`src/hdl/a4v_pkg.sv`:
```
// ----------------------------------------------------------------------------
// a4v_pkg
// Types, constants and fixed tables shared by the four-voice ADPCM player.
// ----------------------------------------------------------------------------
package a4v_pkg;

  localparam int CommandWidth = 2;
  localparam int DataWidth    = 8;
  localparam int AddressWidth = 18;
  localparam int MixOutWidth  = 28;
  localparam int BusyWidth    = 4;
  localparam int MasterWidth  = 10;
  localparam int RateWidth    = 15;
  localparam int MixWidth     = 18;
  localparam int SampleWidth  = 12;
  localparam int GainWidth    = 9;
  localparam int StepIdxWidth = 6;
  localparam int StepMax      = 48;
  localparam int SampleMaxVal = 2047;
  localparam int SampleMinVal = -2048;

  localparam logic [CommandWidth-1:0] CMD_BYTE = 2'd0;
  localparam logic [CommandWidth-1:0] CMD_TICK = 2'd1;
  localparam logic [CommandWidth-1:0] CMD_LOAD = 2'd2;

  localparam logic [0:0] REG_MASTER_VOLUME = 1'b0;
  localparam logic [0:0] REG_RATE_STEP     = 1'b1;

  typedef enum logic [1:0] {
    KIND_BYTE,
    KIND_TICK,
    KIND_LOAD
  } item_kind_t;

  typedef struct packed {
    item_kind_t              kind;
    logic [DataWidth-1:0]    data;
    logic [AddressWidth-1:0] addr;
  } queue_item_t;

  function automatic logic [10:0] step_size(input logic [StepIdxWidth-1:0] idx);
    logic [10:0] s;
    case (idx)
      6'd0:  s = 11'd16;   6'd1:  s = 11'd17;   6'd2:  s = 11'd19;   6'd3:  s = 11'd21;
      6'd4:  s = 11'd23;   6'd5:  s = 11'd25;   6'd6:  s = 11'd28;   6'd7:  s = 11'd31;
      6'd8:  s = 11'd34;   6'd9:  s = 11'd37;   6'd10: s = 11'd41;   6'd11: s = 11'd45;
      6'd12: s = 11'd50;   6'd13: s = 11'd55;   6'd14: s = 11'd60;   6'd15: s = 11'd66;
      6'd16: s = 11'd73;   6'd17: s = 11'd80;   6'd18: s = 11'd88;   6'd19: s = 11'd97;
      6'd20: s = 11'd107;  6'd21: s = 11'd118;  6'd22: s = 11'd130;  6'd23: s = 11'd143;
      6'd24: s = 11'd157;  6'd25: s = 11'd173;  6'd26: s = 11'd190;  6'd27: s = 11'd209;
      6'd28: s = 11'd230;  6'd29: s = 11'd253;  6'd30: s = 11'd279;  6'd31: s = 11'd307;
      6'd32: s = 11'd337;  6'd33: s = 11'd371;  6'd34: s = 11'd408;  6'd35: s = 11'd449;
      6'd36: s = 11'd494;  6'd37: s = 11'd544;  6'd38: s = 11'd598;  6'd39: s = 11'd658;
      6'd40: s = 11'd724;  6'd41: s = 11'd796;  6'd42: s = 11'd876;  6'd43: s = 11'd963;
      6'd44: s = 11'd1060; 6'd45: s = 11'd1166; 6'd46: s = 11'd1282; 6'd47: s = 11'd1411;
      6'd48: s = 11'd1552;
      default: s = 11'd1552;
    endcase
    return s;
  endfunction

  function automatic logic [GainWidth-1:0] gain_level(input logic [3:0] idx);
    logic [GainWidth-1:0] g;
    case (idx)
      4'd0:  g = 9'd256; 4'd1:  g = 9'd181; 4'd2:  g = 9'd128; 4'd3:  g = 9'd91;
      4'd4:  g = 9'd64;  4'd5:  g = 9'd45;  4'd6:  g = 9'd32;  4'd7:  g = 9'd23;
      4'd8:  g = 9'd16;  4'd9:  g = 9'd11;  4'd10: g = 9'd8;   4'd11: g = 9'd6;
      4'd12: g = 9'd4;   4'd13: g = 9'd3;   4'd14: g = 9'd2;   4'd15: g = 9'd1;
      default: g = 9'd1;
    endcase
    return g;
  endfunction

  function automatic logic signed [4:0] step_adjust(input logic [2:0] code);
    logic signed [4:0] a;
    case (code)
      3'd4:    a = 5'sd2;
      3'd5:    a = 5'sd4;
      3'd6:    a = 5'sd6;
      3'd7:    a = 5'sd8;
      default: a = -5'sd1;
    endcase
    return a;
  endfunction

endpackage

```
`src/hdl/a4v_ifs.sv`:
```
// ----------------------------------------------------------------------------
// a4v interfaces
// Valid/ready channels for input items, results and register writes.
// ----------------------------------------------------------------------------
interface a4v_item_if import a4v_pkg::*; ();
  logic                    valid;
  logic                    ready;
  logic [CommandWidth-1:0] command;
  logic [DataWidth-1:0]    data_byte;
  logic [AddressWidth-1:0] rom_address;
  modport source (output valid, command, data_byte, rom_address, input ready);
  modport sink   (input valid, command, data_byte, rom_address, output ready);
endinterface


```
`src/hdl/a4v_front.sv`:
```
// ----------------------------------------------------------------------------
// a4v_front
// Accepts input items, classifies the command and queues them (two deep).
// ----------------------------------------------------------------------------
module a4v_front import a4v_pkg::*; (
  input  logic        clk,
  input  logic        rst,
  a4v_item_if.sink    items,
  output logic        q_valid,
  output queue_item_t q_item,
  input  logic        q_ready
);

  queue_item_t slot [2];
  logic [1:0]  count;
  logic        push;
  logic        pop;
  logic        known;
  queue_item_t incoming;

  assign items.ready = (count != 2'd2);
  assign q_valid     = (count != 2'd0);
  assign q_item      = slot[0];
  assign pop         = q_valid && q_ready;

  always_comb begin
    known         = 1'b1;
    incoming.data = items.data_byte;
    incoming.addr = items.rom_address;
    case (items.command)
      CMD_BYTE: incoming.kind = KIND_BYTE;
      CMD_TICK: incoming.kind = KIND_TICK;
      CMD_LOAD: incoming.kind = KIND_LOAD;
      default: begin
        incoming.kind = KIND_BYTE;
        known         = 1'b0;
      end
    endcase
  end

  // Unknown commands are taken and dropped here.
  assign push = items.valid && items.ready && known;

  always_ff @(posedge clk) begin
    if (rst) begin
      count <= 2'd0;
    end else begin
      count <= count + {1'b0, push} - {1'b0, pop};
    end
  end

  always_ff @(posedge clk) begin
    if (push && (count == 2'd0 || (count == 2'd1 && pop))) begin
      slot[0] <= incoming;
    end else if (pop) begin
      slot[0] <= slot[1];
    end
    if (push && !(count == 2'd0 || (count == 2'd1 && pop))) begin
      slot[1] <= incoming;
    end
  end

endmodule

```
`src/flat_wrapper.sv`:
```
// flat-port wrapper written by rule: the top's interface ports become plain ports
module a4v_front_flat import a4v_pkg::*;
  (clk, rst, q_valid, q_item, q_ready, items_valid, items_command, items_data_byte, items_rom_address, items_ready);
  a4v_item_if items_i ();
  input  logic clk;
  input  logic rst;
  output logic q_valid;
  output queue_item_t q_item;
  input  logic q_ready;
  input wire logic [$bits(items_i.valid)-1:0] items_valid;
  input wire logic [$bits(items_i.command)-1:0] items_command;
  input wire logic [$bits(items_i.data_byte)-1:0] items_data_byte;
  input wire logic [$bits(items_i.rom_address)-1:0] items_rom_address;
  output wire logic [$bits(items_i.ready)-1:0] items_ready;
  assign items_i.valid = items_valid;
  assign items_i.command = items_command;
  assign items_i.data_byte = items_data_byte;
  assign items_i.rom_address = items_rom_address;
  assign items_ready = items_i.ready;
  a4v_front u_core (.clk(clk), .rst(rst), .items(items_i), .q_valid(q_valid), .q_item(q_item), .q_ready(q_ready));
endmodule
```
`config.mk`:
```
export PLATFORM = sky130hd
export DESIGN_NAME = a4v_front_flat
export DESIGN_NICKNAME = d
export VERILOG_FILES = /design/src/hdl/a4v_pkg.sv /design/src/hdl/a4v_ifs.sv /design/src/hdl/a4v_front.sv /design/src/flat_wrapper.sv
export SDC_FILE = /design/constraint.sdc
export NUM_CORES = 1
export LEC_CHECK = 0
export BUFFER_PORTS_ARGS = -buffer_cell sky130_fd_sc_hd__buf_4
export CORE_ASPECT_RATIO = 1.25
export CORE_UTILIZATION = 35
export CTS_CLUSTER_DIAMETER = 40
export DETAILED_ROUTE_END_ITERATION = 10
export HOLD_SLACK_MARGIN = 0.15
export PLACE_DENSITY_LB_ADDON = 0.25
export SKIP_LAST_GASP = 1
export SYNTH_ARGS = -nofsm -noshare
export SYNTH_HDL_FRONTEND = slang
export SYNTH_SLANG_ARGS = --single-unit
```
`constraint.sdc`:
```
create_clock -name clk -period 8.63 [get_ports clk]
set_input_delay 2.589 -clock clk [delete_from_list [all_inputs] [get_ports clk]]
set_output_delay 2.589 -clock clk [all_outputs]
set_load 0.01 [all_outputs]
```
==> flow_metrics.py, run 1 <==
metrics = {
    "placement": {
        "dp_hpwl_mm": 2.76,
        "io_buffers": 61,
        "gp_congestion": 0.652,
    },
    "global_routing": {
        "grt_pass1_vias": 1269,
        "grt_pass1_wl_mm": 6.30,
        "track_usage": 0.122,
        "grt-ovfl-total": 0,
        "antenna_found_initial": 0,
        "grt_max_degree": 29,
    },
    "setup_path": {
        "cp_cell_sequence": "buf_4 -> nand2_1 -> a31oi_4 -> mux2_2",
        "start_kind": "primary input",
        "cp_top_family": "compound AO/OA/AOI/OAI gates",
        "required_ns": 8.70,
        "slowest_delay_ns": 0.79,
        "cp-end-kind": "flop",
        "cp_slowest_cell": "a31oi_4",
        "crit_type": "primary input to flop",
        "path_buf_inv": 1,
        "path_max_fanout": 28,
        "worstPathArrival_ns": 4.03,
    },
    "final_layout": {
        "final_cell_mix": "buf_4, edfxtp_1, mux2_2",
        "diodes": 0,
        "layout-area-overhead-vs-synth_pct": 22.4,
        "mostFrequentLayoutCell": "buf_4",
        "multiInputGateArea_um2": 467,
        "final_util": 0.447,
        "drive_above_1_share": 0.576,
        "fill_cells": 604,
        "seqCellArea_mm2": 0.00172,
        "num-nets-final": 214,
    },
    "timing": {
        "max_freq_mhz": 253,
        "slew_viol_final": 0,
        "skew_ns": 0.0105,
        "grt_setup_unrepaired": "no",
        "setup_viol": 0,
        "fin_setup_tns_ns": 0,
        "slew_headroom": 0.371,
        "worstMarginPinSlew_ns": 0.944,
        "hold_violations": 0,
        "fin_crit_ns": 3.95,
        "period_share": 0.458,
    },
    "die": {
        "num_rows": 33,
        "ioPinCount": 62,
        "die-area_mm2": 0.00723,
        "core_mm2": 0.00661,
        "die_w_um": 76.3,
        "start_util": 0.365,
        "dieHeight_um": 94.8,
    },
    "synth": {
        "ys_top_cells_by_area": "edfxtp_1, mux2_2, buf_4",
        "synth_nets": 171,
        "postSynthAreaPerCell_um2": 17.6,
        "netlist_area_mm2": 0.00241,
        "synth.top_cell.area_share": 0.697,
        "netlist_instances": 137,
        "synth_seq_area_share": 0.714,
        "synth_cell_types": 16,
        "yosys_warnings": 0,
        "yosys_register_bits": 58,
        "yosysTopAreaCell": "edfxtp_1",
    },
    "drt": {
        "drcViolationCount": 0,
        "drt_iter0_drc": 64,
        "first_pass_iters": 4,
        "avgViaCountPerCell": 4.35,
        "wl_mm": 4.01,
        "antenna_left": 0,
        "wl_per_cell_um": 14.8,
        "dr_total_vias": 1178,
    },
    "clock_network": {
        "cts_setup_buffers": 0,
        "cts_tree": "done",
        "root_buffer": "clkbuf_8",
        "htreeDepth": 3,
        "holdBufCountCts": 0,
        "cts_buffer_depth": 2,
        "clk_pin_slew_worst_paths_ns": 0.06,
        "cts_sinks": 58,
        "numCtsBuffers": 9,
        "clk-insertion-delay-late_ns": 0.33,
        "cts-resized-gates": 0,
    },
    "pwr": {
        "clockPowerShare": 0.269,
        "swShare": 0.272,
        "intPower_mw": 0.615,
        "p_seq_frac": 0.470,
        "netSwitchingPower_mw": 0.230,
        "p_comb_frac": 0.262,
        "p_per_area_mw_per_mm2": 286,
        "power_leakage_nw": 1.10,
        "peakVddDrop_v": 0.000223,
    },
    "min_path": {
        "hold_path.class": "flop to flop",
    },
    "run_status": {
        "status": "complete, no violations",
    },
    "flow_run": {
        "cap_violations": 0,
    },
}
[worst paths after layout]
kind                                  endpoint  slack, ns                          from  cells past startpoint
setup / recovery  u_core.slot[0][11]$_DFFE_PP_       4.68              items_command[0]                      4
hold / removal    u_core.slot[0][27]$_DFFE_PP_       0.55  u_core.slot[0][55]$_DFFE_PP_                      1
setup reg to reg  u_core.slot[0][11]$_DFFE_PP_       6.61    u_core.count[1]$_SDFF_PP0_                      3
hold reg to reg   u_core.slot[0][27]$_DFFE_PP_       0.55  u_core.slot[0][55]$_DFFE_PP_                      1
[stage by stage]
| step | total power, mW | std cells | hold WS [ns] | setup slack [ns] | cell area, um^2 |
|---|---|---|---|---|---|
| floorplan | 0.569 | 137 | 0.523 | 3.26 | 2410 |
| global placement | 0.615 | 256 | 0.531 | 4.38 | 2780 |
| detailed placement | 0.628 | 256 | 0.532 | 4.29 | 2780 |
| CTS | 0.856 | 271 | 0.548 | 4.64 | 2950 |
| global route | 0.889 | 271 | 0.554 | 4.59 | 2950 |
| finish | 0.845 | 271 | 0.549 | 4.68 | 2950 |
[registers in the layout, summed over array words and instances, names as in the netlist]
signal        cells
u_core.count      2
u_core.slot      56
[power groups by stage]
| stage | clock network, mW | registers [mW] | logic (mW) |
|---|---|---|---|
| finish | 0.227 | 0.397 | 0.221 |
| global route | 0.248 | 0.402 | 0.239 |
| CTS | 0.232 | 0.398 | 0.226 |
| detailed placement | 0 | 0.403 | 0.225 |
| global placement | 0 | 0.401 | 0.214 |
| floorplan | 0 | 0.402 | 0.167 |
[worst register-to-register path, cell delays in order, from the launching register on]
cell and delay, ns:
dfxtp_1 0.40, inv_1 0.16, a31oi_4 0.76, mux2_2 0.44
[routing by layer]
layer / vias to the layer above / global-route usage / routed length [um]
li1: 560 / - / -
met1: 561 / 0.129 / 1600
met2: 43 / 0.196 / 2060
met3: 14 / 0.0406 / 206
met4: 0 / 0.106 / 138
met5: - / 0 / 0
[synth_stat cells (all sizes together)]
library cell	instances
edfxtp	56
buf	30
mux2	28
inv	4
nand2	4
nor2b	3
dfxtp	2
ha	2
o21ai	2
xnor2	2
a211oi	1
a21oi	1
a31oi	1
nor2	1
[area by class of cell]
type	count	share of cell area
multi-input cells	45	0.158
clock inverters	4	0.0148
inverters	4	0.00508
repair buffers	62	0.158
clock buffers	11	0.0445
flip-flops and latches	58	0.583
well taps	87	0.0369
[kinds of logic (layout without fill, tap and decap cells)]
logic type / count (synthesis) / after routing / synth area share
AND/OR/NAND/NOR: 8 / 8 / 0.0156
buffers and inverters: 34 / 81 / 0.103
flip-flops: 58 / 58 / 0.714
AO/OA/AOI/OAI: 5 / 5 / 0.0197
XOR/XNOR: 2 / 2 / 0.00726
adder cells (fa/ha/maj): 2 / 2 / 0.0104
multiplexers: 28 / 28 / 0.131
(Power assumes the default switching activity.)
==> run 2, diff against run 1 <==
--- a/config.mk
+++ b/config.mk
@@ -5,6 +5,7 @@
 export SDC_FILE = /design/constraint.sdc
 export NUM_CORES = 1
 export LEC_CHECK = 0
+export ABC_AREA = 1
 export BUFFER_PORTS_ARGS = -buffer_cell sky130_fd_sc_hd__buf_4
 export CORE_ASPECT_RATIO = 1.25
 export CORE_UTILIZATION = 35
==> constraint.sdc (replaced) <==
create_clock -name clk -period 4 [get_ports clk]
set_input_delay 1.2 -clock clk [delete_from_list [all_inputs] [get_ports clk]]
set_output_delay 1.2 -clock clk [all_outputs]
set_load 0.01 [all_outputs]
==> run 2 against run 1 <==
Net effect:
- global-route usage grew 0.44 points
- core utilization is 0.70 points lower
- critical path type unchanged
- count of clock-buffer cells in the layout down 1
- routed wire length up 9.8%
==> flow_metrics.py, run 2 <==
metrics = {
    "setup_path": {
        "start_kind": "primary input",
        "crit_path_frequent_cell": "buf_4",
        "slowest_delay_ns": 0.36,
        "crit_type": "primary input to flop",
        "required_ns": 4.01,
        "cp-end-kind": "flop",
        "regToRegSetupSlack_ns": 2.01,
        "cp_top_family": "buffers and inverters",
        "cp_cell_sequence": "buf_4 -> nand2_1 -> nand3_4 -> inv_2 -> nand2_2 -> buf_4 -> nand2_1 -> buf_4",
        "cp-startpoint": "items_command[0]",
        "path_buf_inv": 4,
        "r2r-start": "u_core.count[1]$_SDFF_PP0_",
        "worstPathArrival_ns": 2.61,
        "cp_slowest_cell": "nand2_1",
        "path_max_fanout": 29,
    },
    "drt": {
        "drcViolationCount": 0,
        "wl_met3_um": 245,
        "top_layer_used": "met4",
        "dr_total_vias": 1473,
        "drt_iter0_drc": 111,
        "avgViaCountPerCell": 4.33,
        "wl_mm": 4.40,
        "first_pass_iters": 4,
        "wl_met2_mm": 2.23,
        "drt-met1-wl_mm": 1.83,
        "antenna_left": 0,
        "wl_per_cell_um": 13.0,
    },
    "clock_network": {
        "cts_buffer_depth": 2,
        "cts_setup_buffers": 0,
        "cts-resized-gates": 0,
        "htreeDepth": 3,
        "numCtsBuffers": 9,
        "holdBufCountCts": 0,
        "clk-insertion-delay-late_ns": 0.33,
        "cts_tree": "done",
        "root_buffer": "clkbuf_8",
        "cts_sinks": 58,
        "clk_pin_slew_worst_paths_ns": 0.06,
    },
    "synth": {
        "netlist_instances": 206,
        "synth_seq_area_share": 0.673,
        "synth_top_cells_by_count": "nand2_1, edfxtp_1, buf_4",
        "ys_top_cells_by_area": "edfxtp_1, nand2_1, buf_4",
        "yosys_register_bits": 58,
        "synth_edf_count": 56,
        "synth_most_common_cell": "nand2_1",
        "synth.top_cell.area_share": 0.658,
        "synth_cell_types": 21,
        "yosysTopAreaCell": "edfxtp_1",
        "synth_flop_cell": "edfxtp_1",
        "netlist_area_mm2": 0.00256,
        "async_flop_share": 0,
        "yosys_warnings": 0,
        "postSynthAreaPerCell_um2": 12.4,
        "synth_nets": 240,
    },
    "global_routing": {
        "grt-ovfl-total": 0,
        "antenna_found_initial": 0,
        "grt_pass1_vias": 1380,
        "track_usage": 0.126,
        "grt_pass1_wl_mm": 6.89,
        "grt_max_degree": 30,
    },
    "final_layout": {
        "layoutNonFillerInstCount": 340,
        "largestRegisters": "u_core.slot: 56 flops, u_core.count: 2 flops",
        "drive_above_1_share": 0.364,
        "largest_reg_flops": 56,
        "final_area_mm2": 0.00309,
        "final_cell_mix": "buf_4, nand2_1, edfxtp_1",
        "final_util": 0.440,
        "diodes": 0,
        "layout-area-overhead-vs-synth_pct": 20.7,
        "num-nets-final": 279,
        "mostFrequentLayoutCell": "buf_4",
        "largest_register": "u_core.slot",
        "fill_cells": 662,
    },
    "pwr": {
        "power_leakage_nw": 1.30,
        "p_per_area_mw_per_mm2": 668,
        "p_seq_frac": 0.439,
        "netSwitchingPower_mw": 0.617,
        "finalPower_mw": 2.06,
        "intPower_mw": 1.45,
        "swShare": 0.299,
        "peakVddDrop_v": 0.000416,
        "p_comb_frac": 0.288,
        "clockPowerShare": 0.273,
    },
    "die": {
        "ioPinCount": 62,
        "start_util": 0.364,
        "num_rows": 34,
        "dieHeight_um": 97.6,
        "core_mm2": 0.00702,
        "die_w_um": 78.5,
        "die-area_mm2": 0.00765,
    },
    "timing": {
        "slew_viol_final": 0,
        "grt_setup_unrepaired": "no",
        "period_share": 0.649,
        "slew_headroom": 0.475,
        "setup_ws_ns": 1.41,
        "hold_violations": 0,
        "fin_hold_ws_ns": 0.543,
        "worstMarginPinSlew_ns": 0.786,
        "fin_crit_ns": 2.59,
        "setup_viol": 0,
        "fin_setup_tns_ns": 0,
        "max_freq_mhz": 385,
        "skew_ns": 0.00551,
    },
    "placement": {
        "io_buffers": 61,
        "placed_area_mm2": 0.00288,
        "gp_congestion": 0.674,
        "pre_cts_slack_ns": 1.04,
        "dp_hpwl_mm": 2.91,
        "place_inst": 324,
    },
    "min_path": {
        "hold_path.class": "flop to flop",
        "worstHoldStart": "u_core.slot[0][44]$_DFFE_PP_",
    },
    "flow_run": {
        "cap_violations": 0,
    },
    "run_status": {
        "status": "complete, no violations",
    },
}
## run 2: worst paths after layout
path	end	cells past startpoint
setup / recovery	u_core.slot[0][26]$_DFFE_PP_	8
hold / removal	u_core.slot[0][16]$_DFFE_PP_	2
setup reg to reg	u_core.slot[0][26]$_DFFE_PP_	6
hold reg to reg	u_core.slot[0][16]$_DFFE_PP_	2
## run 2: kinds of logic (layout without fill, tap and decap cells)
logic type,count (synthesis),in the layout,synth area share
xor gates and xnor gates,1,1,0.00343
buffers and inverters,45,89,0.122
and+or+nand+nor,97,97,0.175
AOI/OAI and AO/OA,3,3,0.0166
adders and majority gates,2,2,0.00978
DFF,58,58,0.673
## run 2: area by class of cell
class                           instances  area (um^2)  share of cell area
Clock buffer                           10          128              0.0413
Clock inverter                          6         81.3              0.0263
Inverter                                9         33.8              0.0109
Multi-Input combinational cell        103          531               0.172
Sequential cell                        58         1720               0.558
Tap cell                               90          113              0.0365
Timing Repair Buffer                   64          480               0.156
## run 2: power by group through the flow
| stage | Clock [mW] | Sequential, mW | Combinational, mW |
|---|---|---|---|
| 4_1_cts | 0.579 | 0.908 | 0.611 |
| 3_5_place_dp | 0 | 0.920 | 0.609 |
| 3_3_place_gp | 0 | 0.919 | 0.600 |
| 5_1_grt | 0.604 | 0.918 | 0.662 |
| 6_report | 0.563 | 0.905 | 0.595 |
| 2_1_floorplan | 0 | 0.909 | 0.487 |
## run 2: metal layers
metal | track usage | vias to the layer above
met4 | 0.0769 | 0
met2 | 0.196 | 52
met1 | 0.148 | 666
li1 | - | 747
met3 | 0.0441 | 8
met5 | 0 | -
## run 2: worst register-to-register path: stages (launching register included)
cell	delay (ns)
dfxtp_1	0.42
o21bai_4	0.18
inv_2	0.08
nand2_2	0.06
buf_4	0.30
nand2_1	0.35
buf_4	0.34
